**src/iirdf_pkg.sv**
```systemverilog
`timescale 1ns / 1ps

package iirdf_pkg;

   // Defaults for the top-level parameters.
   localparam int DEFAULT_MAX_ORDER      = 3;
   localparam int DEFAULT_SAMPLE_BITS    = 10;
   localparam int DEFAULT_COEF_FRAC_BITS = 14;

   // Fixed formats of the coefficient registers and of the output.
   localparam int COEF_W     = 16;
   localparam int OUT_BITS   = 18;
   localparam int OUT_FRAC   = 6;
   localparam int OUT_MAX    = 131071;
   localparam int OUT_MIN    = -131072;
   localparam int RSP_DATA_W = 24;

   // Register file layout: eight word registers.
   localparam int CSR_DATA_W = 32;
   localparam int CSR_ADDR_W = 5;
   localparam int CSR_IDX_W  = 3;

   typedef enum logic [CSR_IDX_W-1:0] {
      REG_ORDER  = 3'd0,
      REG_FEED_0 = 3'd1,
      REG_FEED_1 = 3'd2,
      REG_FEED_2 = 3'd3,
      REG_FEED_3 = 3'd4,
      REG_BACK_1 = 3'd5,
      REG_BACK_2 = 3'd6,
      REG_BACK_3 = 3'd7
   } csr_reg_type;

   // Highest tap index that has a register of its own.
   localparam int CSR_MAX_TAP = 3;
   localparam logic [1:0] ORDER_RESET = 2'd3;

   // Reset value of the feedforward coefficient of tap k.
   function automatic logic [COEF_W-1:0] feed_reset(input int k);
      logic [COEF_W-1:0] v;
      case (k)
         0:       v = COEF_W'(811);
         1:       v = COEF_W'(2435);
         2:       v = COEF_W'(2435);
         3:       v = COEF_W'(811);
         default: v = '0;
      endcase
      return v;
   endfunction

   // Reset value of the feedback coefficient of tap k.
   function automatic logic [COEF_W-1:0] back_reset(input int k);
      logic [COEF_W-1:0] v;
      case (k)
         1:       v = COEF_W'(-19036);
         2:       v = COEF_W'(11402);
         3:       v = COEF_W'(-2258);
         default: v = '0;
      endcase
      return v;
   endfunction

endpackage

```
**src/iirdf_csr.sv**
```systemverilog
`timescale 1ns / 1ps

// Configuration registers: filter order and the Q2.x coefficients.
module iirdf_csr import iirdf_pkg::*; #(
   parameter int MAX_ORDER = DEFAULT_MAX_ORDER
) (
   input  logic                    clock,
   input  logic                    reset,
   input  logic                    psel,
   input  logic                    penable,
   input  logic                    pwrite,
   input  logic [CSR_ADDR_W-1:0]   paddr,
   input  logic [CSR_DATA_W-1:0]   pwdata,
   output logic [CSR_DATA_W-1:0]   prdata,
   output logic                    pready,
   output logic [1:0]              order_in_use,
   output logic [MAX_ORDER:0][COEF_W-1:0] feed_coef,
   output logic [MAX_ORDER:1][COEF_W-1:0] back_coef,
   output logic                    written
);

   logic [1:0]                    order_ff;
   logic [MAX_ORDER:0][COEF_W-1:0] feed_ff;
   logic [MAX_ORDER:1][COEF_W-1:0] back_ff;
   logic [CSR_IDX_W-1:0]          reg_idx;
   logic                          wr_en;

   assign pready  = 1'b1;
   assign reg_idx = paddr[CSR_ADDR_W-1:2];
   assign wr_en   = psel && penable && pwrite && pready;

   // Register writes; a coefficient without a tap in this build is ignored.
   always_ff @(posedge clock) begin
      if (reset) begin
         order_ff <= ORDER_RESET;
         for (int k = 0; k <= MAX_ORDER; k++) begin
            feed_ff[k] <= feed_reset(k);
         end
         for (int k = 1; k <= MAX_ORDER; k++) begin
            back_ff[k] <= back_reset(k);
         end
      end else if (wr_en) begin
         if (reg_idx == REG_ORDER) begin
            order_ff <= pwdata[1:0];
         end
         for (int k = 0; k <= MAX_ORDER; k++) begin
            if (k <= CSR_MAX_TAP && reg_idx == REG_FEED_0 + CSR_IDX_W'(k)) begin
               feed_ff[k] <= pwdata[COEF_W-1:0];
            end
         end
         for (int k = 1; k <= MAX_ORDER; k++) begin
            if (k <= CSR_MAX_TAP && reg_idx == REG_BACK_1 + CSR_IDX_W'(k - 1)) begin
               back_ff[k] <= pwdata[COEF_W-1:0];
            end
         end
      end
   end

   // Read back; coefficients are returned sign-extended.
   always_comb begin
      prdata = '0;
      case (reg_idx)
         REG_ORDER: prdata = CSR_DATA_W'(order_ff);
         default:   prdata = '0;
      endcase
      for (int k = 0; k <= MAX_ORDER; k++) begin
         if (k <= CSR_MAX_TAP && reg_idx == REG_FEED_0 + CSR_IDX_W'(k)) begin
            prdata = CSR_DATA_W'(signed'(feed_ff[k]));
         end
      end
      for (int k = 1; k <= MAX_ORDER; k++) begin
         if (k <= CSR_MAX_TAP && reg_idx == REG_BACK_1 + CSR_IDX_W'(k - 1)) begin
            prdata = CSR_DATA_W'(signed'(back_ff[k]));
         end
      end
   end

   assign order_in_use = order_ff;
   assign feed_coef    = feed_ff;
   assign back_coef    = back_ff;
   assign written      = wr_en;

endmodule

```
**config.mk**
```make
export PLATFORM = sky130hd
export DESIGN_NAME = iirdf_csr
export DESIGN_NICKNAME = d
export VERILOG_FILES = /design/src/iirdf_pkg.sv /design/src/iirdf_csr.sv
export SDC_FILE = /design/constraint.sdc
export NUM_CORES = 1
export LEC_CHECK = 0
export BUFFER_PORTS_ARGS = -buffer_cell sky130_fd_sc_hd__buf_2
export CAP_MARGIN = 20
export CORE_ASPECT_RATIO = 0.6
export CORE_MARGIN = 4
export CORE_UTILIZATION = 45
export CTS_BUF_LIST = sky130_fd_sc_hd__clkbuf_16
export CTS_CLUSTER_DIAMETER = 150
export DETAILED_ROUTE_END_ITERATION = 7
export MAX_ROUTING_LAYER = met4
export PLACE_DENSITY = 0.73
export SLEW_MARGIN = 20
export SYNTH_ARGS = -nofsm -noshare
export SYNTH_HDL_FRONTEND = slang
export SYNTH_SLANG_ARGS = --single-unit
```
**constraint.sdc**
```tcl
create_clock -name clock -period 3 [get_ports clock]
set_input_delay 0.3 -clock clock [delete_from_list [all_inputs] [get_ports clock]]
set_output_delay 0.3 -clock clock [all_outputs]
set_load 0.02 [all_outputs]
```
==> run metrics <==
HP Class=primary input to flip-flop; final layout net count=between 700 and 800; Chip Width=151 µm; fin util=a little under three fifths; Slew HR=38.4%; Critical Setup Path Class=primary input to output pin; measured slew at the worst slew-check pin=923 ps; CTS hold repair buffers=0; Syn Inst Count=596; Critical Path AT=2200 ps; area of the core=around 12000 µm²; 1st-pass router iterations=5; Slew Viols, Final=0; dpl cells=approximately 900; Max Buffers Root-to-Sink=2; die area=around 14000 µm²; WHS Path Cells=3; Tcrit/Tclk final=~83%; Resize count post-CTS=0; met1 wire length=around 8 mm; largest net degree at the start of global routing=53; Setup TNS Final=0 ps; H-tree Lvls=4; RSZ-0062 raised after global routing=no; reg2reg end=back_coef[14]$_SDFFE_PP0P_; Max Fclk=~400 MHz; syn_area_per_cell=just over 9 µm²; number of global-route vias before repair=a little over 5000; final hold vios=0; CTS Sinks=114; CTS tree=built; Seq/Total Area, Yosys=between 40% and 50%; Post CTS Setup Buffer Count=0; Via density=a little under 6; routed len/inst=20.6 µm; hpwl dp=about 13 mm; initial antenna violation count=1; Netlist Area Pre-Place=5530 µm²; synth unique cells=34; Root Driver=clkbuf_16; I/O Buffers=170; max-cap check violation count=0; min Tclk post-route=between 2000 and 2500 ps; later-pin clock latency in the skew report=a little over 400 ps; total chip power=0.00390 W; total gr overflow=0; R2R depth=2; crit end category=output pin; Tot GR Track Use=between 20% and 30%; post-route ant nets=0; Net Count, Synth=~640; met2 wire len=roughly 8.2 mm; Syn. warnings=0; # DRC=0; global-route wire length before repair=approximately 28 mm; DR iter-0 viols=roughly 450; number of synthesized register bits=around 110; metal3 WL=approximately 2.3 mm; status=finished, final reports clean; Die Height=between 90 and 100 µm; cts bufs inserted=17; Required @ worst endpoint=approximately 2700 ps; site row count=31; WHS Endpoint=back_coef[1]$_SDFFE_PP0P_; RD Place Congestion=0.890; Worst VDD drop=just under 0.4 mV; Critical Path Fanout Max=28; vias post-DR=~5300; leakage power=3.06 nW; r2r setup slk=~2200 ps; final setup vio count=0; Reg clk slew, reported paths=50 ps; Finished Layout Cells=roughly 900; Top Metal Used=met4; initial core utilization=a little under half; power density over the cells=~570 nW/µm²; Hold Crit Start=pwdata[1]; routed wire length=18.8 mm; layout cells sized above 1=between 30% and 40%; R2R Path Start=back_coef[14]$_SDFFE_PP0P_; CP Launch Type=primary input; I/O pin count=190; Worst Clk Skew=0 ps; area grow syn2layout=23.8%
## routing by layer
metal	track usage [%]	up-vias
met2	38.5	330
li1	-	2402
met4	8.22	0
met5	-	-
met3	7.96	27
met1	36.2	2575
## flip-flops by register name, summed over array words and instances, names as in the netlist
register      cells
feed_coef        64
order_in_use      2
back_coef        48
## cell usage in the layout, fill, tap and decap left out, types with 2 or more instances in the layout
master	count
mux2_2	16
clkinvlp_4	3
o31ai_1	2
o21ai_0	52
a21oi_1	57
inv_1	3
and2b_1	2
clkinv_1	2
nand2_2	2
a221oi_1	28
nand2b_1	17
buf_2	169
bufinv_16	3
buf_4	16
o21ai_1	3
clkbuf_16	17
mux4_1	4
clkinv_2	4
mux2i_1	85
nand3_1	57
nand2_1	6
buf_12	2
nor2_1	66
dfxtp_1	114
## cell families after synthesis
group | count (synthesis) | synth area share [%]
mux | 105 | 20.5
compound gates | 142 | 14.8
other cells | 1 | 0.0678
buf+inv | 72 | 8.64
flops | 114 | 41.2
simple gates | 162 | 14.7
## stage by stage
stage,setup slack (ps),area [µm²],hold WS [ps]
6_report,503,6850,167
5_1_grt,429,6850,173
4_1_cts,576,6850,160
3_5_place_dp,575,6270,485
3_3_place_gp,608,6270,471
2_1_floorplan,106,5530,448
## worst max path at each step
stage,end,start
global placement,prdata[4],paddr[3]
floorplan,prdata[16],paddr[4]
global route,prdata[10],paddr[3]
finish,prdata[23],paddr[4]
detailed placement,prdata[3],paddr[3]
CTS,prdata[23],paddr[4]
## final cells by class
type	instances	area, µm²
antenna	1	2.50
clock buffer	17	425
clock inverter	15	151
fill	1084	5170
multi-input combinational	410	2780
sequential	114	2280
tap	165	206
timing repair buffer	187	1010
## cells in the mapped netlist
| master | count | area [µm²] |
|---|---|---|
| a21oi_1 | 57 | 285 |
| mux4_1 | 4 | 105 |
| nand2_2 | 2 | 12.5 |
| clkbuf_1 | 23 | 86.3 |
| nor2_4 | 1 | 11.3 |
| and2b_1 | 2 | 15.0 |
| a221oi_1 | 28 | 245 |
| nor3_4 | 1 | 16.3 |
| and3_1 | 1 | 6.26 |
| o21ai_1 | 3 | 15.0 |
| buf_2 | 8 | 40.0 |
| nand2b_1 | 17 | 106 |
| mux2_2 | 16 | 180 |
| mux2i_1 | 85 | 851 |
| buf_8 | 1 | 15.0 |
| and4_1 | 1 | 8.76 |
| buf_6 | 11 | 124 |
| nand2_1 | 6 | 22.5 |
| nand4b_1 | 1 | 8.76 |
| and2_4 | 1 | 8.76 |
| and2_1 | 1 | 6.26 |
| or2b_1 | 1 | 7.51 |
| nor2b_1 | 1 | 6.26 |
| nand2_4 | 1 | 11.3 |
| nor2_1 | 66 | 248 |
| dfxtp_1 | 114 | 2280 |
| nand4_4 | 1 | 21.3 |
| o31ai_1 | 2 | 15.0 |
| o21ai_0 | 52 | 260 |
| buf_4 | 27 | 203 |
| conb_1 | 1 | 3.75 |
| nand3_1 | 57 | 285 |
| clkbuf_2 | 2 | 10.0 |
| and4b_1 | 1 | 10.0 |
## report_power, final
| group | internal, W | leakage [nW] | switching (W) |
|---|---|---|---|
| registers | 0.00153 | 0.921 | 0.00000950 |
| clock network | 0.00128 | 0.287 | 0.000706 |
| logic | 0.000116 | 1.86 | 0.000260 |
## worst max-delay path, stage by stage
cell	delay, ps
buf_2	600
and2_1	710
a221oi_1	170
buf_4	220
buf_2	170
Note: power is estimated with default switching activity, not from simulation.
