[config.mk]
export PLATFORM = sky130hd
export DESIGN_NAME = iirdf_cell
export DESIGN_NICKNAME = d
export VERILOG_FILES = /design/src/iirdf_pkg.sv /design/src/iirdf_cell.sv
export SDC_FILE = /design/constraint.sdc
export NUM_CORES = 2
export LEC_CHECK = 0
export BUFFER_PORTS_ARGS = -buffer_cell sky130_fd_sc_hd__clkbuf_2
export CORE_MARGIN = 5
export CORE_UTILIZATION = 64
export DETAILED_ROUTE_END_ITERATION = 10
export PLACE_DENSITY = 0.91
export SYNTH_ARGS = -nofsm -noshare
export SYNTH_HDL_FRONTEND = slang
export SYNTH_SLANG_ARGS = --single-unit
export TNS_END_PERCENT = 1
[constraint.sdc]
create_clock -name clock -period 8.6 [get_ports clock]
set_input_delay 0.86 -clock clock [delete_from_list [all_inputs] [get_ports clock]]
set_output_delay 0.86 -clock clock [all_outputs]
set_load 0.02 [all_outputs]
[src/iirdf_pkg.sv]
`timescale 1ns / 1ps

package iirdf_pkg;

   // Defaults for the top-level parameters.
   localparam int DEFAULT_MAX_ORDER      = 3;
   localparam int DEFAULT_SAMPLE_BITS    = 10;
   localparam int DEFAULT_COEF_FRAC_BITS = 14;

   // Fixed formats of the coefficient registers and of the output.
   localparam int COEF_W     = 16;
   localparam int OUT_BITS   = 18;
   localparam int OUT_FRAC   = 6;
   localparam int OUT_MAX    = 131071;
   localparam int OUT_MIN    = -131072;
   localparam int RSP_DATA_W = 24;

   // Register file layout: eight word registers.
   localparam int CSR_DATA_W = 32;
   localparam int CSR_ADDR_W = 5;
   localparam int CSR_IDX_W  = 3;

   typedef enum logic [CSR_IDX_W-1:0] {
      REG_ORDER  = 3'd0,
      REG_FEED_0 = 3'd1,
      REG_FEED_1 = 3'd2,
      REG_FEED_2 = 3'd3,
      REG_FEED_3 = 3'd4,
      REG_BACK_1 = 3'd5,
      REG_BACK_2 = 3'd6,
      REG_BACK_3 = 3'd7
   } csr_reg_type;

   // Highest tap index that has a register of its own.
   localparam int CSR_MAX_TAP = 3;
   localparam logic [1:0] ORDER_RESET = 2'd3;

   // Reset value of the feedforward coefficient of tap k.
   function automatic logic [COEF_W-1:0] feed_reset(input int k);
      logic [COEF_W-1:0] v;
      case (k)
         0:       v = COEF_W'(811);
         1:       v = COEF_W'(2435);
         2:       v = COEF_W'(2435);
         3:       v = COEF_W'(811);
         default: v = '0;
      endcase
      return v;
   endfunction

   // Reset value of the feedback coefficient of tap k.
   function automatic logic [COEF_W-1:0] back_reset(input int k);
      logic [COEF_W-1:0] v;
      case (k)
         1:       v = COEF_W'(-19036);
         2:       v = COEF_W'(11402);
         3:       v = COEF_W'(-2258);
         default: v = '0;
      endcase
      return v;
   endfunction

endpackage

[src/iirdf_cell.sv]
`timescale 1ns / 1ps

// One tap of the delay line: holds x[n-k] and y[n-k], keeps the registered
// feedforward (and, for the outer taps, feedback) product of its contents,
// and adds its contribution to the partial sum passing along the chain.
module iirdf_cell import iirdf_pkg::*; #(
   parameter int SAMPLE_BITS   = DEFAULT_SAMPLE_BITS,
   parameter int ACC_W         = 48,
   parameter bit LIVE_FEEDBACK = 1'b0
) (
   input  logic                     clock,
   input  logic                     reset,
   input  logic                     shift,
   input  logic                     enable,
   input  logic [SAMPLE_BITS-1:0]   x_prev,
   input  logic signed [OUT_BITS-1:0] y_prev,
   input  logic signed [COEF_W-1:0] feed_coef,
   input  logic signed [COEF_W-1:0] back_coef,
   input  logic signed [ACC_W-1:0]  sum_in,
   output logic [SAMPLE_BITS-1:0]   x_q,
   output logic signed [OUT_BITS-1:0] y_q,
   output logic signed [ACC_W-1:0]  sum_out
);

   localparam int FF_PROD_W = COEF_W + SAMPLE_BITS + 1;
   localparam int FB_PROD_W = COEF_W + OUT_BITS;

   logic [SAMPLE_BITS-1:0]      x_ff, x_in;
   logic signed [OUT_BITS-1:0]  y_ff, y_in;
   logic signed [FF_PROD_W-1:0] ff_prod;
   logic signed [ACC_W-1:0]     ff_term_ff, ff_term_in;
   logic signed [ACC_W-1:0]     fb_term;

   // History moves one place on each accepted transaction and holds otherwise.
   assign x_in = shift ? x_prev : x_ff;
   assign y_in = shift ? y_prev : y_ff;

   // The product is formed from the value the tap will hold next, so it is
   // ready in the cycle after the shift. While idle it is refreshed from the
   // tap's own contents, which picks up new coefficients.
   assign ff_prod    = feed_coef * $signed({1'b0, x_in});
   assign ff_term_in = ACC_W'(ff_prod) <<< OUT_FRAC;

   always_ff @(posedge clock) begin
      if (reset) begin
         x_ff       <= '0;
         y_ff       <= '0;
         ff_term_ff <= '0;
      end else begin
         x_ff       <= x_in;
         y_ff       <= y_in;
         ff_term_ff <= ff_term_in;
      end
   end

   generate
      if (LIVE_FEEDBACK) begin : g_live
         // Nearest tap: y[n-1] was only just registered, so its product sits in
         // the recursion itself.
         logic signed [FB_PROD_W-1:0] fb_prod;

         assign fb_prod = back_coef * y_ff;
         assign fb_term = -(ACC_W'(fb_prod));
      end else begin : g_reg
         logic signed [FB_PROD_W-1:0] fb_prod;
         logic signed [ACC_W-1:0]     fb_term_ff, fb_term_in;

         assign fb_prod    = back_coef * y_in;
         assign fb_term_in = -(ACC_W'(fb_prod));

         always_ff @(posedge clock) begin
            if (reset) begin
               fb_term_ff <= '0;
            end else begin
               fb_term_ff <= fb_term_in;
            end
         end

         assign fb_term = fb_term_ff;
      end
   endgenerate

   // Taps beyond the order in use contribute nothing but keep shifting.
   assign sum_out = enable ? (sum_in + ff_term_ff + fb_term) : sum_in;
   assign x_q     = x_ff;
   assign y_q     = y_ff;

endmodule

==> flow_summary.yaml <==
outcome:
  status: "finished, final reports clean"
timing:
  tightest_slew_ns: 0.872
  setup-tns-final_ns: 0
  finClkSkew_ns: 0.0214
  fin_crit_sh_pct: 86.4
  finalHoldViolations: 0
  max_slew_margin_pct: 41.1
  max_freq_ghz: 0.135
  fin_crit_ns: 7.43
  slew_viol_final: 0
  grt_setup_unrepaired: "no"
  finalHoldWorstSlack_ns: 0.643
  setup_viol: 0
drt:
  num_vias: 19675
  viasPerCell: 5.94
  drc: 0
  drt-total-wl_microns: 64900
  wire_per_inst_microns: 19.6
  drtIter0Drc: 1854
  drtPass1Iterations: 6
  antenna_left: 0
clock_tree:
  cts_htree_levels: 3
  cts.sinks: 103
  cts_buffers: 9
  clk_latency_ns: 0.38
  clkTransAtPathRegs_ns: 0.09
  clockBufferDepth: 2
  clock-root-buffer: "clkbuf_16"
  cts_resized: 0
  cts_tree: "yes"
  cts_hold_buf: 0
  post_cts_buffers: 0
die:
  die_w_microns: 206
  initial_core_util_pct: 65.1
  core_sq_um: 37800
  die_height_microns: 206
  dieArea_sq_um: 42500
  num_rows: 71
  boundaryPins: 188
run:
  drv_cap: 0
logic_synthesis:
  postSynthAreaPerCell_sq_um: 9.16
  synth_area_leader_cell: "fa_1"
  synth_edf_count: 0
  syn-instance-count: 2689
  async_flop_share_pct: 0
  ys_types: 71
  synth_seq_cells: 103
  yosys_warnings: 0
  synth_seq_area_share_pct: 8.37
  syn-num-nets: 3517
  synth.area.top_cells: "fa_1 (40%), ha_1 (12%), dfxtp_1 (8.4%)"
  netlist_area_sq_um: 24600
  synthFlopType: "dfxtp_1"
  synth_top_area_share_pct: 39.7
global_route:
  track_usage_pct: 31.7
  grt_pass1_vias: 21326
  grt_remaining_overflow: 0
  grt_max_degree: 71
  antenna_found_initial: 0
  grt_first_pass_wirelength_microns: 107000
critical_path:
  path_delay_family: "adder cells"
  crit_chain: "clkbuf_2 -> buf_4 -> mux2_2 -> and2_1 -> fa_1 -> inv_1 -> fa_1 -> fa_1 -> fa_1 -> fa_1 -> inv_1 -> fa_1 -> inv_1 -> ha_1 -> nand3_1 -> nor3_1 -> nand4_1 -> or2_2 -> o211a_1 -> a211oi_1 -> nor2_1 -> a21o_1"
  start_kind: "input pin"
  crit_buf_inv: 5
  crit_fanout: 18
  crit_top_cell: "fa_1"
  crit_arrival_ns: 7.71
  crit_slowest_cell: "fa_1"
  cpPeakStageDelay_ns: 0.57
  worst_setup_path_end_kind: "flip-flop"
  required_ns: 8.88
  critPathKind: "input pin to flip-flop"
cells_and_area:
  nNetsFinal: 3628
  syn_to_final_growth_pct: 6.34
  n_antenna_cell: 0
  drive_gt1_share_pct: 10.8
  n_fill_cell: 2706
placement:
  port_buffers: 187
  gp_congestion: 1.01
  dpl.hpwl_microns: 53300
worst_hold_path:
  min-delay-path-class: "flip-flop to flip-flop"
[metal layers]
layer | share of wire [%] | global-route usage, % | vias up
met5 | 0 | 0 | -
met4 | 4.5 | 12.9 | 0
met3 | 10 | 6.10 | 255
met2 | 48 | 52.7 | 1127
met1 | 38 | 41.0 | 9758
li1 | - | - | 8535
[Yosys cell counts, types with 3 or more instances]
| library cell | number |
|---|---|
| inv_1 | 537 |
| fa_1 | 488 |
| nand2_1 | 245 |
| ha_1 | 228 |
| and2_1 | 159 |
| nor2_1 | 123 |
| nor2b_1 | 112 |
| dfxtp_1 | 103 |
| a21oi_1 | 81 |
| clkbuf_1 | 77 |
| a21o_1 | 72 |
| mux2_2 | 64 |
| xnor2_1 | 64 |
| o21ai_0 | 41 |
| xor2_1 | 35 |
| nor3_1 | 23 |
| nand3_1 | 22 |
| and3_1 | 19 |
| buf_1 | 17 |
| nand2b_1 | 15 |
| a31oi_1 | 14 |
| a211oi_1 | 12 |
| nand4_1 | 11 |
| o21a_1 | 10 |
| a211o_1 | 9 |
| o21bai_1 | 9 |
| mux2i_1 | 8 |
| or2_2 | 8 |
| o211ai_1 | 6 |
| o31ai_1 | 6 |
| a221o_1 | 4 |
| a2111oi_0 | 3 |
| a21oi_2 | 3 |
| a221oi_1 | 3 |
| a311oi_1 | 3 |
| nand3b_1 | 3 |
| nor3b_1 | 3 |
| o21ai_1 | 3 |
| o21ai_2 | 3 |
[worst reg2reg max path, stage by stage, from the launching register on]
cell and delay [ns]:
dfxtp_1 0.33, mux2_2 0.39, nand2_1 0.16, inv_1 0.10, fa_1 0.71, fa_1 0.50
inv_1 0.30, fa_1 0.50, fa_1 0.50, fa_1 0.49, inv_1 0.05, fa_1 0.47
inv_1 0.04, ha_1 0.39, nand2_1 0.09, nor3_1 0.44, nand4_1 0.15, or2_2 0.31
o211a_1 0.26, a211oi_1 0.37, nor2_1 0.18, a21o_1 0.22
[logic make-up after synthesis]
kind of cell | count (synthesis) | synth area share (%)
and+or+nand+nor | 757 | 15.4
buffers and inverters | 635 | 9.69
adders and majority gates | 716 | 51.2
muxes | 73 | 3.31
xor gates and xnor gates | 99 | 3.52
DFF | 103 | 8.37
AOI/OAI and AO/OA | 306 | 8.47
[final cells by class]
cell class	instances	area, sq um	area share (%)
Clock buffer	9	225	0.860
Inverter	538	2020	7.71
Clock inverter	6	51.3	0.196
Tap cell	511	639	2.44
Timing Repair Buffer	197	1010	3.87
Multi-Input combinational cell	1951	20200	77.1
Sequential cell	103	2060	7.87
[path summary, 6_finish.rpt]
check,startpoint,to,slack [ns],depth (start not counted)
max reg2reg,y_q[17]$_SDFF_PP0_,fb_term[39]$_SDFF_PP0_,1.53,21
max,shift,fb_term[39]$_SDFF_PP0_,1.17,22
min reg2reg,y_q[17]$_SDFF_PP0_,y_q[17]$_SDFF_PP0_,0.64,2
min,y_q[17]$_SDFF_PP0_,y_q[17]$_SDFF_PP0_,0.64,2
[per-stage QoR]
step / instances / instance area (sq um) / setup WS, ns / utilization (%)
4_1_cts: 3315 / 26200 / 1.23 / 69.2
3_5_place_dp: 3300 / 25900 / 0.832 / 68.5
2_1_floorplan: 2689 / 24600 / 1.15 / -
5_1_grt: 3315 / 26200 / 0.747 / 69.2
3_3_place_gp: 3300 / 25900 / 1.12 / 68.5
6_report: 3315 / 26200 / 1.17 / 69.2
[placed cells by master, fill, tap and decap left out, types with 8 or more instances in the layout]
master | netlist | layout
inv_1 | 537 | 537
fa_1 | 488 | 488
nand2_1 | 245 | 245
ha_1 | 228 | 228
clkbuf_2 | 1 | 186
and2_1 | 159 | 159
nor2_1 | 123 | 123
nor2b_1 | 112 | 112
dfxtp_1 | 103 | 103
a21oi_1 | 81 | 81
a21o_1 | 72 | 72
mux2_2 | 64 | 64
xnor2_1 | 64 | 64
o21ai_0 | 41 | 41
xor2_1 | 35 | 35
nor3_1 | 23 | 23
nand3_1 | 22 | 22
and3_1 | 19 | 19
nand2b_1 | 15 | 15
a31oi_1 | 14 | 14
a211oi_1 | 12 | 12
nand4_1 | 11 | 11
buf_4 | 0 | 11
o21a_1 | 10 | 10
a211o_1 | 9 | 9
o21bai_1 | 9 | 9
clkbuf_16 | 0 | 9
mux2i_1 | 8 | 8
or2_2 | 8 | 8
[sequential cells by signal (all words and copies together) (netlist names)]
name        flops
fb_term        48
ff_term_ff     27
y_q            18
x_q            10
Power is not shown: default switching activity piles up to over one toggle a cycle in this logic, so the estimate is an artifact.
